==> config.mk <==
export PLATFORM = sky130hd
export DESIGN_NAME = mean_threshold_binarizer_top_flat
export DESIGN_NICKNAME = d
export VERILOG_FILES = /design/src/sv/mtb_pkg.sv /design/src/sv/mtb_if.sv /design/src/sv/mean_threshold_binarizer_top.sv /design/src/flat_wrapper.sv
export SDC_FILE = /design/constraint.sdc
export NUM_CORES = 1
export LEC_CHECK = 0
export ABC_AREA = 0
export BUFFER_PORTS_ARGS = -buffer_cell sky130_fd_sc_hd__buf_2
export CORE_MARGIN = 4
export CORE_UTILIZATION = 50
export CTS_BUF_LIST = sky130_fd_sc_hd__clkbuf_8
export CTS_CLUSTER_DIAMETER = 50
export DETAILED_ROUTE_END_ITERATION = 10
export GPL_TIMING_DRIVEN = 1
export PLACE_DENSITY = 0.69
export SLEW_MARGIN = 20
export SYNTH_ARGS = -nofsm -noshare
export SYNTH_HDL_FRONTEND = slang
export SYNTH_SLANG_ARGS = --single-unit
==> constraint.sdc <==
create_clock -name clk -period 16.4 [get_ports clk]
set_input_delay 3.28 -clock clk [delete_from_list [all_inputs] [get_ports clk]]
set_output_delay 3.28 -clock clk [all_outputs]
set_load 0.02 [all_outputs]
==> src/sv/mtb_pkg.sv <==
// Package for the mean threshold binarizer.
// Holds widths, register indexes, pass codes and the dimension clamp function.
// No dependencies.
`timescale 1ns / 1ps

package mtb_pkg;

  localparam int MAX_DIM         = 4096;
  localparam int DIM_W           = 13;
  localparam int POS_W           = 12;
  localparam int CHAN_W          = 8;
  localparam int GRAY_SUM_W      = 10;
  localparam int GRAY_PROD_W     = 20;
  localparam int ROW_SUM_W       = 20;
  localparam int FRAME_SUM_W     = 32;
  localparam int DIV_W           = 32;
  localparam int CNT_W           = 5;
  localparam int ROW_DIV_STEPS   = ROW_SUM_W;
  localparam int FRAME_DIV_STEPS = FRAME_SUM_W;
  localparam int CFG_IDX_W       = 2;

  localparam logic [CFG_IDX_W-1:0] CFG_FRAME_WIDTH  = 2'd0;
  localparam logic [CFG_IDX_W-1:0] CFG_FRAME_HEIGHT = 2'd1;

  localparam logic FUNC_MEASURE  = 1'b0;
  localparam logic FUNC_BINARIZE = 1'b1;

  localparam logic [CHAN_W-1:0] LEVEL_WHITE = 8'hff;
  localparam logic [CHAN_W-1:0] LEVEL_BLACK = 8'h00;

  localparam logic [DIM_W-1:0] RESET_WIDTH  = 13'd640;
  localparam logic [DIM_W-1:0] RESET_HEIGHT = 13'd480;

  // Reciprocal of three scaled by 2^11; exact floor for sums below 2048.
  localparam logic [10:0] RECIP3       = 11'd683;
  localparam int          RECIP3_SHIFT = 11;

  function automatic logic [DIM_W-1:0] eff_dim(input logic [DIM_W-1:0] v);
    logic [DIM_W-1:0] r;
    if (v == '0) begin
      r = DIM_W'(1);
    end else if (v > DIM_W'(MAX_DIM)) begin
      r = DIM_W'(MAX_DIM);
    end else begin
      r = v;
    end
    return r;
  endfunction

endpackage

==> src/sv/mtb_if.sv <==
// Stream interfaces for the mean threshold binarizer: pixel words in, result words out.
// Depends on mtb_pkg.
`timescale 1ns / 1ps

interface mtb_pix_if;
  import mtb_pkg::*;
  logic              valid;
  logic              ready;
  logic              func;
  logic [CHAN_W-1:0] chan0;
  logic [CHAN_W-1:0] chan1;
  logic [CHAN_W-1:0] chan2;
  modport source (output valid, func, chan0, chan1, chan2, input ready);
  modport sink   (input valid, func, chan0, chan1, chan2, output ready);
endinterface

interface mtb_res_if;
  import mtb_pkg::*;
  logic              valid;
  logic              ready;
  logic [CHAN_W-1:0] level;
  logic [CHAN_W-1:0] threshold_used;
  logic              frame_end;
  modport source (output valid, level, threshold_used, frame_end, input ready);
  modport sink   (input valid, level, threshold_used, frame_end, output ready);
endinterface

==> src/sv/mean_threshold_binarizer_top.sv <==
// Top level of the mean threshold binarizer.
// Depends on mtb_pkg and the stream interfaces in mtb_if.sv.
`timescale 1ns / 1ps

// The frame is sent twice on the pix channel. Words with func 0 measure: their
// gray values build row means and, at frame end, the threshold. They give no
// result. Words with func 1 are binarized and give one word on the res channel
// in the cycle after acceptance, held in an output register until res.ready.
// A word is taken at a rising clk edge with valid and ready high.
// Throughput: one word per cycle, except that a measure word closing a row
// holds pix.ready low while the shared subtract unit divides the row sum by
// the width, and a word closing the frame keeps it low longer, until the
// frame sum has been divided by the height.
// pix.ready is also low while a result waits and the receiver stalls.
// frame_width and frame_height are written through cfg_we, cfg_index and
// cfg_data; the user writes them only while the block is idle, which the
// block itself does not enforce. Unknown indexes are ignored. Synchronous reset
// on rst restores 640 by 480, clears sums, position, threshold and the output valid.
module mean_threshold_binarizer_top (
  input  logic                          clk,
  input  logic                          rst,
  input  logic                          cfg_we,
  input  logic [mtb_pkg::CFG_IDX_W-1:0] cfg_index,
  input  logic [mtb_pkg::DIM_W-1:0]     cfg_data,
  mtb_pix_if.sink                       pix,
  mtb_res_if.source                     res
);
  import mtb_pkg::*;

  localparam logic [1:0] ST_IDLE   = 2'd0;
  localparam logic [1:0] ST_ROWDIV = 2'd1;
  localparam logic [1:0] ST_FRMDIV = 2'd2;

  logic [1:0]             state;
  logic [DIM_W-1:0]       frame_width;
  logic [DIM_W-1:0]       frame_height;
  logic [ROW_SUM_W-1:0]   row_gray_sum;
  logic [FRAME_SUM_W-1:0] frame_row_mean_sum;
  logic [POS_W-1:0]       column_index;
  logic [POS_W-1:0]       row_index;
  logic [CHAN_W-1:0]      threshold;
  logic                   frame_close;
  logic [DIM_W-1:0]       height_lat;

  logic [DIV_W-1:0]       div_q;
  logic [DIM_W-1:0]       div_rem;
  logic [DIM_W-1:0]       div_dvsr;
  logic [CNT_W-1:0]       div_cnt;

  logic                   res_valid;
  logic [CHAN_W-1:0]      res_level;
  logic [CHAN_W-1:0]      res_threshold;
  logic                   res_frame_end;

  logic [GRAY_SUM_W-1:0]  gray_sum;
  logic [GRAY_PROD_W-1:0] gray_prod;
  logic [CHAN_W-1:0]      gray;
  logic [ROW_SUM_W-1:0]   row_sum_add;
  logic [DIM_W-1:0]       w_eff;
  logic [DIM_W-1:0]       h_eff;
  logic                   col_last;
  logic                   row_last;
  logic                   accept;
  logic                   any_above;
  logic [DIM_W:0]         div_trial;
  logic                   div_ge;
  logic [DIM_W:0]         div_diff;
  logic [DIM_W-1:0]       div_rem_next;
  logic [DIV_W-1:0]       div_q_next;
  logic [FRAME_SUM_W-1:0] fsum_next;

  assign pix.ready          = (state == ST_IDLE) && (!res_valid || res.ready);
  assign accept             = pix.valid && pix.ready;
  assign res.valid          = res_valid;
  assign res.level          = res_level;
  assign res.threshold_used = res_threshold;
  assign res.frame_end      = res_frame_end;

  always_comb begin
    gray_sum    = GRAY_SUM_W'(pix.chan0) + GRAY_SUM_W'(pix.chan1) + GRAY_SUM_W'(pix.chan2);
    gray_prod   = GRAY_PROD_W'(gray_sum) * GRAY_PROD_W'(RECIP3);
    gray        = gray_prod[RECIP3_SHIFT +: CHAN_W];
    row_sum_add = row_gray_sum + ROW_SUM_W'(gray);
    w_eff       = eff_dim(frame_width);
    h_eff       = eff_dim(frame_height);
    col_last    = ({1'b0, column_index} + DIM_W'(1)) >= w_eff;
    row_last    = ({1'b0, row_index} + DIM_W'(1)) >= h_eff;
    any_above   = (pix.chan0 > threshold) || (pix.chan1 > threshold) ||
                  (pix.chan2 > threshold);

    // One restoring division step: shift in the next dividend bit and try the subtract.
    div_trial    = {div_rem, div_q[DIV_W-1]};
    div_diff     = div_trial - {1'b0, div_dvsr};
    div_ge       = div_trial >= {1'b0, div_dvsr};
    div_rem_next = div_ge ? div_diff[DIM_W-1:0] : div_trial[DIM_W-1:0];
    div_q_next   = {div_q[DIV_W-2:0], div_ge};
    fsum_next    = frame_row_mean_sum + FRAME_SUM_W'(div_q_next[ROW_SUM_W-1:0]);
  end

  always_ff @(posedge clk) begin
    if (rst) begin
      state              <= ST_IDLE;
      frame_width        <= RESET_WIDTH;
      frame_height       <= RESET_HEIGHT;
      row_gray_sum       <= '0;
      frame_row_mean_sum <= '0;
      column_index       <= '0;
      row_index          <= '0;
      threshold          <= '0;
      frame_close        <= 1'b0;
      div_cnt            <= '0;
      res_valid          <= 1'b0;
    end else begin
      if (cfg_we) begin
        unique case (cfg_index)
          CFG_FRAME_WIDTH:  frame_width  <= cfg_data;
          CFG_FRAME_HEIGHT: frame_height <= cfg_data;
          default: ;
        endcase
      end

      if (res_valid && res.ready && !(accept && pix.func == FUNC_BINARIZE)) begin
        res_valid <= 1'b0;
      end

      unique case (state)
        ST_IDLE: begin
          if (accept) begin
            column_index <= col_last ? '0 : column_index + POS_W'(1);
            if (col_last) begin
              row_index <= row_last ? '0 : row_index + POS_W'(1);
            end
            if (pix.func == FUNC_MEASURE) begin
              if (col_last) begin
                row_gray_sum <= '0;
                div_q        <= {row_sum_add, {(DIV_W - ROW_SUM_W){1'b0}}};
                div_rem      <= '0;
                div_dvsr     <= w_eff;
                div_cnt      <= CNT_W'(ROW_DIV_STEPS - 1);
                frame_close  <= row_last;
                height_lat   <= h_eff;
                state        <= ST_ROWDIV;
              end else begin
                row_gray_sum <= row_sum_add;
              end
            end else begin
              res_valid     <= 1'b1;
              res_level     <= any_above ? LEVEL_WHITE : LEVEL_BLACK;
              res_threshold <= threshold;
              res_frame_end <= col_last && row_last;
            end
          end
        end
        ST_ROWDIV: begin
          if (div_cnt == '0) begin
            if (frame_close) begin
              div_q              <= fsum_next;
              div_rem            <= '0;
              div_dvsr           <= height_lat;
              div_cnt            <= CNT_W'(FRAME_DIV_STEPS - 1);
              frame_row_mean_sum <= '0;
              state              <= ST_FRMDIV;
            end else begin
              frame_row_mean_sum <= fsum_next;
              state              <= ST_IDLE;
            end
          end else begin
            div_q   <= div_q_next;
            div_rem <= div_rem_next;
            div_cnt <= div_cnt - CNT_W'(1);
          end
        end
        ST_FRMDIV: begin
          if (div_cnt == '0) begin
            threshold <= div_q_next[CHAN_W-1:0];
            state     <= ST_IDLE;
          end else begin
            div_q   <= div_q_next;
            div_rem <= div_rem_next;
            div_cnt <= div_cnt - CNT_W'(1);
          end
        end
        default: begin
          state <= ST_IDLE;
        end
      endcase
    end
  end

endmodule

==> src/flat_wrapper.sv <==
// flat-port wrapper written by rule: the top's interface ports become plain ports
module mean_threshold_binarizer_top_flat import mtb_pkg::*;
  (clk, rst, cfg_we, cfg_index, cfg_data, pix_valid, pix_func, pix_chan0, pix_chan1, pix_chan2, pix_ready, res_valid, res_level, res_threshold_used, res_frame_end, res_ready);
  mtb_pix_if pix_i ();
  mtb_res_if res_i ();
  input  logic clk;
  input  logic rst;
  input  logic cfg_we;
  input  logic [mtb_pkg::CFG_IDX_W-1:0] cfg_index;
  input  logic [mtb_pkg::DIM_W-1:0] cfg_data;
  input wire logic [$bits(pix_i.valid)-1:0] pix_valid;
  input wire logic [$bits(pix_i.func)-1:0] pix_func;
  input wire logic [$bits(pix_i.chan0)-1:0] pix_chan0;
  input wire logic [$bits(pix_i.chan1)-1:0] pix_chan1;
  input wire logic [$bits(pix_i.chan2)-1:0] pix_chan2;
  output wire logic [$bits(pix_i.ready)-1:0] pix_ready;
  output wire logic [$bits(res_i.valid)-1:0] res_valid;
  output wire logic [$bits(res_i.level)-1:0] res_level;
  output wire logic [$bits(res_i.threshold_used)-1:0] res_threshold_used;
  output wire logic [$bits(res_i.frame_end)-1:0] res_frame_end;
  input wire logic [$bits(res_i.ready)-1:0] res_ready;
  assign pix_i.valid = pix_valid;
  assign pix_i.func = pix_func;
  assign pix_i.chan0 = pix_chan0;
  assign pix_i.chan1 = pix_chan1;
  assign pix_i.chan2 = pix_chan2;
  assign pix_ready = pix_i.ready;
  assign res_valid = res_i.valid;
  assign res_level = res_i.level;
  assign res_threshold_used = res_i.threshold_used;
  assign res_frame_end = res_i.frame_end;
  assign res_i.ready = res_ready;
  mean_threshold_binarizer_top u_core (.clk(clk), .rst(rst), .cfg_we(cfg_we), .cfg_index(cfg_index), .cfg_data(cfg_data), .pix(pix_i), .res(res_i));
endmodule
==> results of run 1 <==
[cells by family (layout without fill, tap and decap cells)]
logic type,Yosys count,count (layout),share of synthesized area
adder cells (fa/ha/maj),195,195,0.182
AO/OA/AOI/OAI,420,420,0.189
AND/OR/NAND/NOR,493,493,0.167
multiplexers,14,14,0.00983
flip-flops,200,200,0.335
XOR/XNOR,105,105,0.0640
buffers and inverters,190,225,0.0539
[critical path: cells and delay by family]
kind            cells  cell delay, ns
xor+xnor            4            0.85
compound gates     12            2.84
buf+inv             7            0.40
simple gates        7            1.45
fa+ha+maj           9            3.49
[power breakdown]
group          leakage (uW)  switching [uW]  internal, uW  total, uW
sequential          0.00170            7.37           617        625
clock              0.000223             225           127        352
combinational       0.00447            1530          1150       2680
total               0.00640            1760          1890       3660
[per-layer routing]
metal,routed length (um),vias up,part of all wire,GRT usage
met3,960,38,0.029,0.0266
met2,16700,170,0.50,0.376
met1,15200,5555,0.45,0.274
li1,-,5832,-,-
met4,529,0,0.016,0.0509
met5,0,-,0,0
[path summary, 6_finish.rpt]
kind	from	endpoint	slack [ns]	cells after the start
min reg2reg	u_core.row_index[11]	u_core.row_index[11]	0.47	2
min	u_core.row_index[11]	u_core.row_index[11]	0.47	2
max	pix_chan1[0]	u_core.row_gray_sum[14]	4.46	39
max reg2reg	u_core.div_q[31]	u_core.div_q[26]	11.07	19
[synth_stat cells, drive strengths merged (35+ instances only)]
master | n | area (um^2)
inv | 115 | 432
xnor2 | 61 | 534
xor2 | 44 | 385
nand3 | 71 | 360
o21ai | 81 | 413
a21oi | 137 | 686
edfxtp | 81 | 2430
nand2 | 168 | 631
a21o | 35 | 263
ha | 172 | 2150
clkbuf | 56 | 210
nor2 | 91 | 342
dfxtp | 119 | 2380
[cell type report]
class                      count  area (um^2)  area share
multi-input combinational   1227         8800       0.571
clock buffer                  17          234      0.0152
tap                          378          473      0.0307
sequential                   200         4810       0.313
timing repair buffer          77          423      0.0275
inverter                     116          435      0.0283
clock inverter                15          219      0.0142
[metrics by stage]
stage / cell area [um^2] / power, uW / instances / hold slack (ns)
3_5_place_dp: 14900 / 3350 / 1998 / 0.452
4_1_cts: 15400 / 3730 / 2030 / 0.470
2_1_floorplan: 14400 / 2700 / 1617 / 0.429
6_report: 15400 / 3660 / 2030 / 0.465
5_1_grt: 15400 / 4120 / 2030 / 0.494
3_3_place_gp: 14900 / 3280 / 1998 / 0.442
[cells in the final DEF, fill, tap and decap left out, types with 14 or more instances in the layout]
| master | n |
|---|---|
| ha_1 | 172 |
| nand2_1 | 168 |
| a21oi_1 | 137 |
| dfxtp_1 | 119 |
| inv_1 | 115 |
| nor2_1 | 90 |
| edfxtp_1 | 81 |
| o21ai_0 | 79 |
| nand3_1 | 70 |
| buf_2 | 62 |
| xnor2_1 | 61 |
| xor2_1 | 44 |
| a21o_1 | 35 |
| a22oi_1 | 25 |
| fa_1 | 23 |
| o21a_1 | 22 |
| or3_1 | 21 |
| and3_1 | 19 |
| nand2b_1 | 18 |
| nor3_1 | 17 |
| nor2b_1 | 17 |
| clkbuf_8 | 17 |
| o31ai_1 | 15 |
| buf_4 | 15 |
| a211oi_1 | 14 |
[state kept, by name (all words and copies together), names as in the netlist, 12 cells and up]
signal,flops
u_core.div_rem,13
u_core.frame_row_mean_sum,32
u_core.row_gray_sum,20
u_core.frame_height,13
u_core.height_lat,13
u_core.row_index,12
u_core.column_index,12
u_core.div_q,32
u_core.div_dvsr,13
u_core.frame_width,13
==> results_dict.tcl, run 1 <==
set metrics [dict create \
    ys_seq_area_frac 0.335 \
    postCtsSetupBuffers 0 \
    status "completed" \
    grt_pass1_vias 11200 \
    areaGrowthSynthToFinish_pct 7.07 \
    place_congestion 0.899 \
    die_y_um 178 \
    maxCapViolCount 0 \
    fin_crit_ns 11.94 \
    ioPinCount 64 \
    ys_seq_elements 200 \
    coreArea_mm2 0.0281 \
    start_util 0.512 \
    n_antenna_cell 0 \
    synth_cells 1617 \
    timing.fmax_mhz 83.8 \
    worstPathArrival_ns 12.34 \
    relSlewSlack 0.331 \
    yosysWarnings 0 \
    cts_hold_buf 0 \
    final-hold-violation-count 0 \
    drive_gt1_frac 0.0884 \
    critPathKind "input port to register" \
    finClkSkew_ns 0.0364 \
    grt_max_degree 64 \
    htree_levels 4 \
    final_antenna_net_count 0 \
    worst_pin_slew_ns 1.00 \
    crit_path_max_fanout 6 \
    synth.cell_area_mm2 0.0144 \
    clk_pin_slew_ns 0.14 \
    ctsResizeCount 0 \
    cts_tree "done" \
    dp_hpwl_um 25300 \
    numCtsBuffers 17 \
    synthArstFlopShare 0 \
    io_buffers 63 \
    post_drt_wl_per_cell_um 16.5 \
    p_leak_uw 0.00640 \
    clock_latency_ns 0.50 \
    drcViolationCount 0 \
    place_worst_setup_slack_ns 3.94 \
    cts-root-buf "clkbuf_8" \
    dr_total_vias 11600 \
    drt_iter0_markers 754 \
    hold_class "register to register" \
    gr-usage-all-layers 0.212 \
    ys.flop_type "dfxtp_1" \
    slowest_stage "fa_1" \
    drtPass1Iterations 7 \
    tns_ns 0 \
    irDropWorstVdd_mv 0.405 \
    synth_fp_nets 1857 \
    setup_ws_ns 4.46 \
    post-route-util 0.548 \
    cts_buffer_depth 2 \
    rows 61 \
    nets 1879 \
    setup_violations 0 \
    grt_pass1_wl_um 54700 \
    endpoint_kind "register" \
    vias_per_cell 5.71 \
    overflow 0 \
    antenna_found_initial 0 \
    worst_ep_required_time_ns 16.80 \
    synth.distinct_cells 82 \
    drv_slew 0 \
    dieArea_mm2 0.0315 \
    wl_um 33400 \
    start_kind "input port" \
    slowest_delay_ns 0.55 \
    cts.sinks 200 \
    die_w_um 178 \
    fillers 2691 \
    rsz0062_at_grt "false" \
    finalCritPeriodShare 0.728 \
    synth_edf_count 81 \
    cp_common_cell "inv_1" \
    powerDensity_mw_per_mm2 237 \
    syn_area_per_cell_um2 8.89 \
]
Note: power is estimated with default switching activity, not from simulation.
==> run 2, diff against run 1 <==
==> constraint.sdc (replaced) <==
create_clock -name clk -period 11.6 [get_ports clk]
set_input_delay 2.32 -clock clk [delete_from_list [all_inputs] [get_ports clk]]
set_output_delay 2.32 -clock clk [all_outputs]
set_load 0.02 [all_outputs]
==> run 2 against run 1 <==
Final area about the same; non-clock buffer count shrank 2; count of clock-buffer cells in the layout stayed put; sequential share of layout area about the same; worst hold slack worse by 0.0024 ns; register-to-register slack got worse by 4.8 ns; wire length grew 2.9%; global-route usage up 0.64 points; final cell count about the same; core utilization barely moved; critical path depth unchanged; critical path type unchanged; critical endpoint unchanged; highest routed layer unchanged.
==> results_dict.tcl, run 2 (same netlist as run 1, synthesis figures left out) <==
set metrics [dict create \
    cts.sinks 200 \
    place_congestion 0.901 \
    status "completed" \
    final_common_cell "ha_1" \
    cts_tree "done" \
    fin_crit_ns 11.02 \
    post_drt_wl_per_cell_um 16.9 \
    place_worst_setup_slack_ns 0.111 \
    timing.fmax_mhz 90.7 \
    finClkSkew_ns 0.0388 \
    cts_buffer_depth 2 \
    cts-root-buf "clkbuf_8" \
    largestRegisters "u_core.div_q x32, u_core.frame_row_mean_sum x32, u_core.row_gray_sum x20" \
    final-hold-violation-count 0 \
    drive_gt1_frac 0.0873 \
    drcViolationCount 0 \
    postCtsSetupBuffers 0 \
    worstHoldStart "u_core.row_index[11]" \
    start_kind "input port" \
    die_w_um 178 \
    nets 1877 \
    worst_path_dominant_cell_family "adder cells" \
    cp_common_cell "inv_1" \
    areaGrowthSynthToFinish_pct 6.98 \
    htree_levels 4 \
    worst_ep_required_time_ns 12.01 \
    relSlewSlack 0.311 \
    tns_ns 0 \
    grt_pass1_wl_um 56300 \
    dr_total_vias 11700 \
    clk_pin_slew_ns 0.14 \
    rows 61 \
    finalCritPeriodShare 0.950 \
    maxCapViolCount 0 \
    drv_slew 0 \
    slowest_delay_ns 0.55 \
    gr-usage-all-layers 0.218 \
    crit_path_max_fanout 6 \
    worst_pin_slew_ns 1.03 \
    start_util 0.512 \
    coreArea_mm2 0.0281 \
    r2r-end "u_core.div_q[26]" \
    grt_max_degree 76 \
    slowest_stage "fa_1" \
    final_antenna_net_count 0 \
    setup_violations 0 \
    endpoint_kind "register" \
    overflow 0 \
    ioPinCount 64 \
    numCtsBuffers 17 \
    dp_hpwl_um 25600 \
    post-route-util 0.548 \
    antenna_found_initial 0 \
    cts_hold_buf 0 \
    drt_iter0_markers 810 \
    holdPathStages 2 \
    setup_ws_ns 0.579 \
    fillers 2629 \
    vias_per_cell 5.78 \
    rsz0062_at_grt "false" \
    r2r_cells 19 \
    drtPass1Iterations 5 \
    path_buf_inv 7 \
    io_buffers 63 \
    ctsResizeCount 0 \
    die_y_um 178 \
    dieArea_mm2 0.0315 \
    wl_um 34400 \
    hold_class "register to register" \
    reg2reg_from "u_core.div_q[31]" \
    n_antenna_cell 0 \
    r2r_slack_ns 6.23 \
    layout_common_cells "ha_1, nand2_1, a21oi_1" \
    clock_latency_ns 0.51 \
    startpoint "pix_chan1[0]" \
    grt_pass1_vias 11500 \
    critPathKind "input port to register" \
    worstHoldEndpoint "u_core.row_index[11]" \
    worstPathArrival_ns 11.43 \
]
==> run 2: changes by cell type in the layout (fill, tap and decap cells not counted) <==
cell / before / now
inv_4: 1 / 0
buf_4: 15 / 13
clkinv_4: 0 / 1
==> run 2: worst reg2reg max path: stages, from the launching register on <==
cell and delay (ns):
edfxtp_1 0.52, inv_1 0.10, ha_1 0.16, inv_1 0.05, fa_1 0.41, a211oi_1 0.33
o21a_1 0.21, nor3_1 0.08, o21ai_0 0.23, a22oi_1 0.17, ha_1 0.26, fa_1 0.45
a211oi_2 0.25, o21ai_0 0.14, a221oi_1 0.61, o21a_1 0.34, o21ai_2 0.19, and3_1 0.26
xnor2_1 0.18, o221ai_1 0.15
==> run 2: cell type report <==
class | count | area, um^2 | share of cell area
Timing Repair Buffer | 75 | 408 | 0.0265
Sequential cell | 200 | 4810 | 0.313
Clock inverter | 15 | 221 | 0.0144
Tap cell | 378 | 473 | 0.0307
Multi-Input combinational cell | 1227 | 8800 | 0.572
Inverter | 116 | 435 | 0.0283
Clock buffer | 17 | 234 | 0.0152
==> run 2: worst max path at each step <==
stage               cells after the start  slack, ns                       to
floorplan                              38       1.10  u_core.row_gray_sum[14]
global placement                       39       0.43  u_core.row_gray_sum[14]
detailed placement                     39       0.11  u_core.row_gray_sum[14]
CTS                                    39       0.61  u_core.row_gray_sum[14]
global route                           39     0.0002  u_core.row_gray_sum[14]
finish                                 39       0.58  u_core.row_gray_sum[14]
==> run 2: layer usage <==
layer  vias to the layer above  track usage  share of wire
li1                       5831            -              -
met2                       229        0.386           0.50
met4                         0       0.0593          0.020
met3                        50       0.0296          0.040
met5                         -            0              0
met1                      5603        0.280           0.44
==> run 2: stage by stage <==
stage / area (um^2) / cells / hold slack (ns)
floorplan: 14400 / 1617 / 0.429
global placement: 14900 / 1996 / 0.440
detailed placement: 14900 / 1996 / 0.446
CTS: 15400 / 2028 / 0.465
global route: 15400 / 2028 / 0.487
finish: 15400 / 2028 / 0.463
Power of run 2 is left out: the tool's default activity adds up to more than one toggle a clock period on the data nets, which glitch-free logic cannot reach.
==> run 3, diff against run 2 <==
--- a/config.mk
+++ b/config.mk
@@ -8,12 +8,13 @@
 export ABC_AREA = 0
 export BUFFER_PORTS_ARGS = -buffer_cell sky130_fd_sc_hd__buf_2
 export CORE_MARGIN = 4
-export CORE_UTILIZATION = 50
+export CORE_UTILIZATION = 59
 export CTS_BUF_LIST = sky130_fd_sc_hd__clkbuf_8
 export CTS_CLUSTER_DIAMETER = 50
 export DETAILED_ROUTE_END_ITERATION = 10
 export GPL_TIMING_DRIVEN = 1
-export PLACE_DENSITY = 0.69
+export PLACE_DENSITY = 0.82
+export SETUP_SLACK_MARGIN = 0.2
 export SLEW_MARGIN = 20
 export SYNTH_ARGS = -nofsm -noshare
 export SYNTH_HDL_FRONTEND = slang
==> constraint.sdc (replaced) <==
create_clock -name clk -period 8.95 [get_ports clk]
set_input_delay 1.79 -clock clk [delete_from_list [all_inputs] [get_ports clk]]
set_output_delay 1.79 -clock clk [all_outputs]
set_load 0.02 [all_outputs]
==> run 3 against run 2 <==
The run now ends with setup timing left; core utilization grew 17 points; register-to-register slack worse by 2.6 ns; clock skew shrank 0.017 ns; sequential cell count unchanged; count of clock-buffer cells in the layout stayed put; critical endpoint unchanged; largest cell class unchanged; highest routed layer unchanged.
==> results_dict.tcl, run 3 (same netlist as run 1, synthesis figures left out) <==
set metrics [dict create \
    layout_common_cells "nand2_1, ha_1, buf_4" \
    gr-usage-all-layers 0.267 \
    grt_pass1_wl_um 58700 \
    critPathKind "input port to register" \
    drcViolationCount 0 \
    cts.sinks 200 \
    drv_slew 0 \
    overflow 0 \
    cts_buffer_depth 2 \
    place_congestion 0.904 \
    fin_crit_ns 9.32 \
    clk_pin_slew_ns 0.12 \
    dr_total_vias 12700 \
    start_util 0.605 \
    timing.fmax_mhz 107 \
    slowest_stage "fa_1" \
    grt_max_degree 73 \
    vias_per_cell 6.06 \
    drt_iter0_markers 1086 \
    holdPathStages 2 \
    final_common_cell "nand2_1" \
    slowest_delay_ns 0.51 \
    clock_latency_ns 0.51 \
    rows 56 \
    reg2reg_from "u_core.div_q[31]" \
    crit_path_max_fanout 3 \
    post_drt_wl_per_cell_um 17.6 \
    worst_ep_required_time_ns 9.36 \
    grt_pass1_vias 12600 \
    rsz0062_at_grt "true" \
    htree_levels 4 \
    wl_um 37100 \
    worstHoldStart "u_core.frame_row_mean_sum[0]" \
    drive_gt1_frac 0.205 \
    maxCapViolCount 0 \
    r2r_slack_ns 3.60 \
    hold_class "register to register" \
    antenna_found_initial 0 \
    dp.cells 2030 \
    final-hold-violation-count 0 \
    die_y_um 164 \
    hold_ws_ns 0.470 \
    worstPathArrival_ns 9.73 \
    final_antenna_net_count 0 \
    areaGrowthSynthToFinish_pct 17.9 \
    dp_hpwl_um 26200 \
    worstHoldEndpoint "u_core.frame_row_mean_sum[0]" \
    start_kind "input port" \
    largestRegisters "u_core.div_q x32, u_core.frame_row_mean_sum x32, u_core.row_gray_sum x20" \
    cts-root-buf "clkbuf_8" \
    coreArea_mm2 0.0238 \
    numCtsBuffers 17 \
    cp_common_cell "inv_2" \
    r2r-end "u_core.div_q[26]" \
    n_antenna_cell 0 \
    r2r_cells 19 \
    nets 2009 \
    drtPass1Iterations 8 \
    finClkSkew_ns 0.0214 \
    setup_ws_ns -0.369 \
    status "finished with violations" \
    dpl_cell_area_mm2 0.0157 \
    fin_area_mm2 0.0170 \
    violations "setup timing" \
    worst_pin_slew_ns 1.03 \
    die_w_um 164 \
    setup_violations 26 \
    layoutNonFillerInstCount 2101 \
    cts_tree "done" \
    ioPinCount 64 \
    endpoint_kind "register" \
    finalCritPeriodShare 1.04 \
    io_buffers 63 \
    relSlewSlack 0.314 \
    dieArea_mm2 0.0269 \
]
## run 3: cell types whose count changed in the layout (fill, tap and decap cells not counted), moves of 6 or more
cell     before  now
xnor2_1      61   47
ha_4          0    9
xnor2_2       0   12
o21ai_0      79   73
inv_2         0   10
ha_1        172  163
buf_6         0   18
a21oi_2       0   15
inv_1       115  105
a21oi_1     137  121
buf_4        13  127
## run 3: per-stage QoR
stage / setup TNS, ns / utilization / worst slack, ns
4_1_cts: -2.05 / 0.694 / -0.199
3_5_place_dp: -23.97 / 0.660 / -1.11
6_report: -6.45 / 0.714 / -0.369
2_1_floorplan: -5.54 / - / -0.645
5_1_grt: -12.47 / 0.714 / -0.590
3_3_place_gp: -16.23 / 0.660 / -0.776
## run 3: area by class of cell
| cell class | instances | area [um^2] |
|---|---|---|
| flip-flops and latches | 200 | 4810 |
| inverters | 116 | 435 |
| well taps | 319 | 399 |
| clock buffers | 17 | 234 |
| repair buffers | 207 | 1490 |
| clock inverters | 15 | 220 |
| fillers | 1702 | 6800 |
| multi-input cells | 1227 | 9360 |
## run 3: per-layer routing
layer	wire length [um]	up-vias	part of all wire	GRT usage
met4	1190	0	0.032	0.109
met5	0	-	0	0
met3	2230	114	0.060	0.0412
met2	18800	522	0.51	0.477
met1	14800	6013	0.40	0.320
li1	-	6091	-	-
## run 3: repair_timing
| action | CTS | global route |
|---|---|---|
| endpoints found under the setup margin | 28 | 32 |
| hold endpoints to repair | 0 | 0 |
| buffers inserted | 20 | 18 |
| gates resized for setup | 41 | 63 |
| hold buffers | 0 | 0 |
| pin swaps | 48 | 24 |
## run 3: worst max path at each step
stage	startpoint	endpoint	slack [ns]
6_report	pix_chan0[0]	u_core.row_gray_sum[14]	-0.37
5_1_grt	pix_chan0[0]	u_core.row_gray_sum[10]	-0.59
4_1_cts	pix_chan0[0]	u_core.row_gray_sum[14]	-0.20
3_5_place_dp	pix_chan1[0]	u_core.row_gray_sum[19]	-1.11
3_3_place_gp	pix_chan1[0]	u_core.row_gray_sum[14]	-0.78
2_1_floorplan	pix_chan1[0]	u_core.row_gray_sum[14]	-0.64
## run 3: worst max-delay path: cells and delay by family
kind | cells | cell delay, ns
buffers and inverters | 8 | 0.59
adder cells (fa/ha/maj) | 9 | 3.14
AND/OR/NAND/NOR | 8 | 1.56
AO/OA/AOI/OAI | 11 | 2.07
XOR/XNOR | 4 | 0.59
Power of run 3 is left out for the same reason.
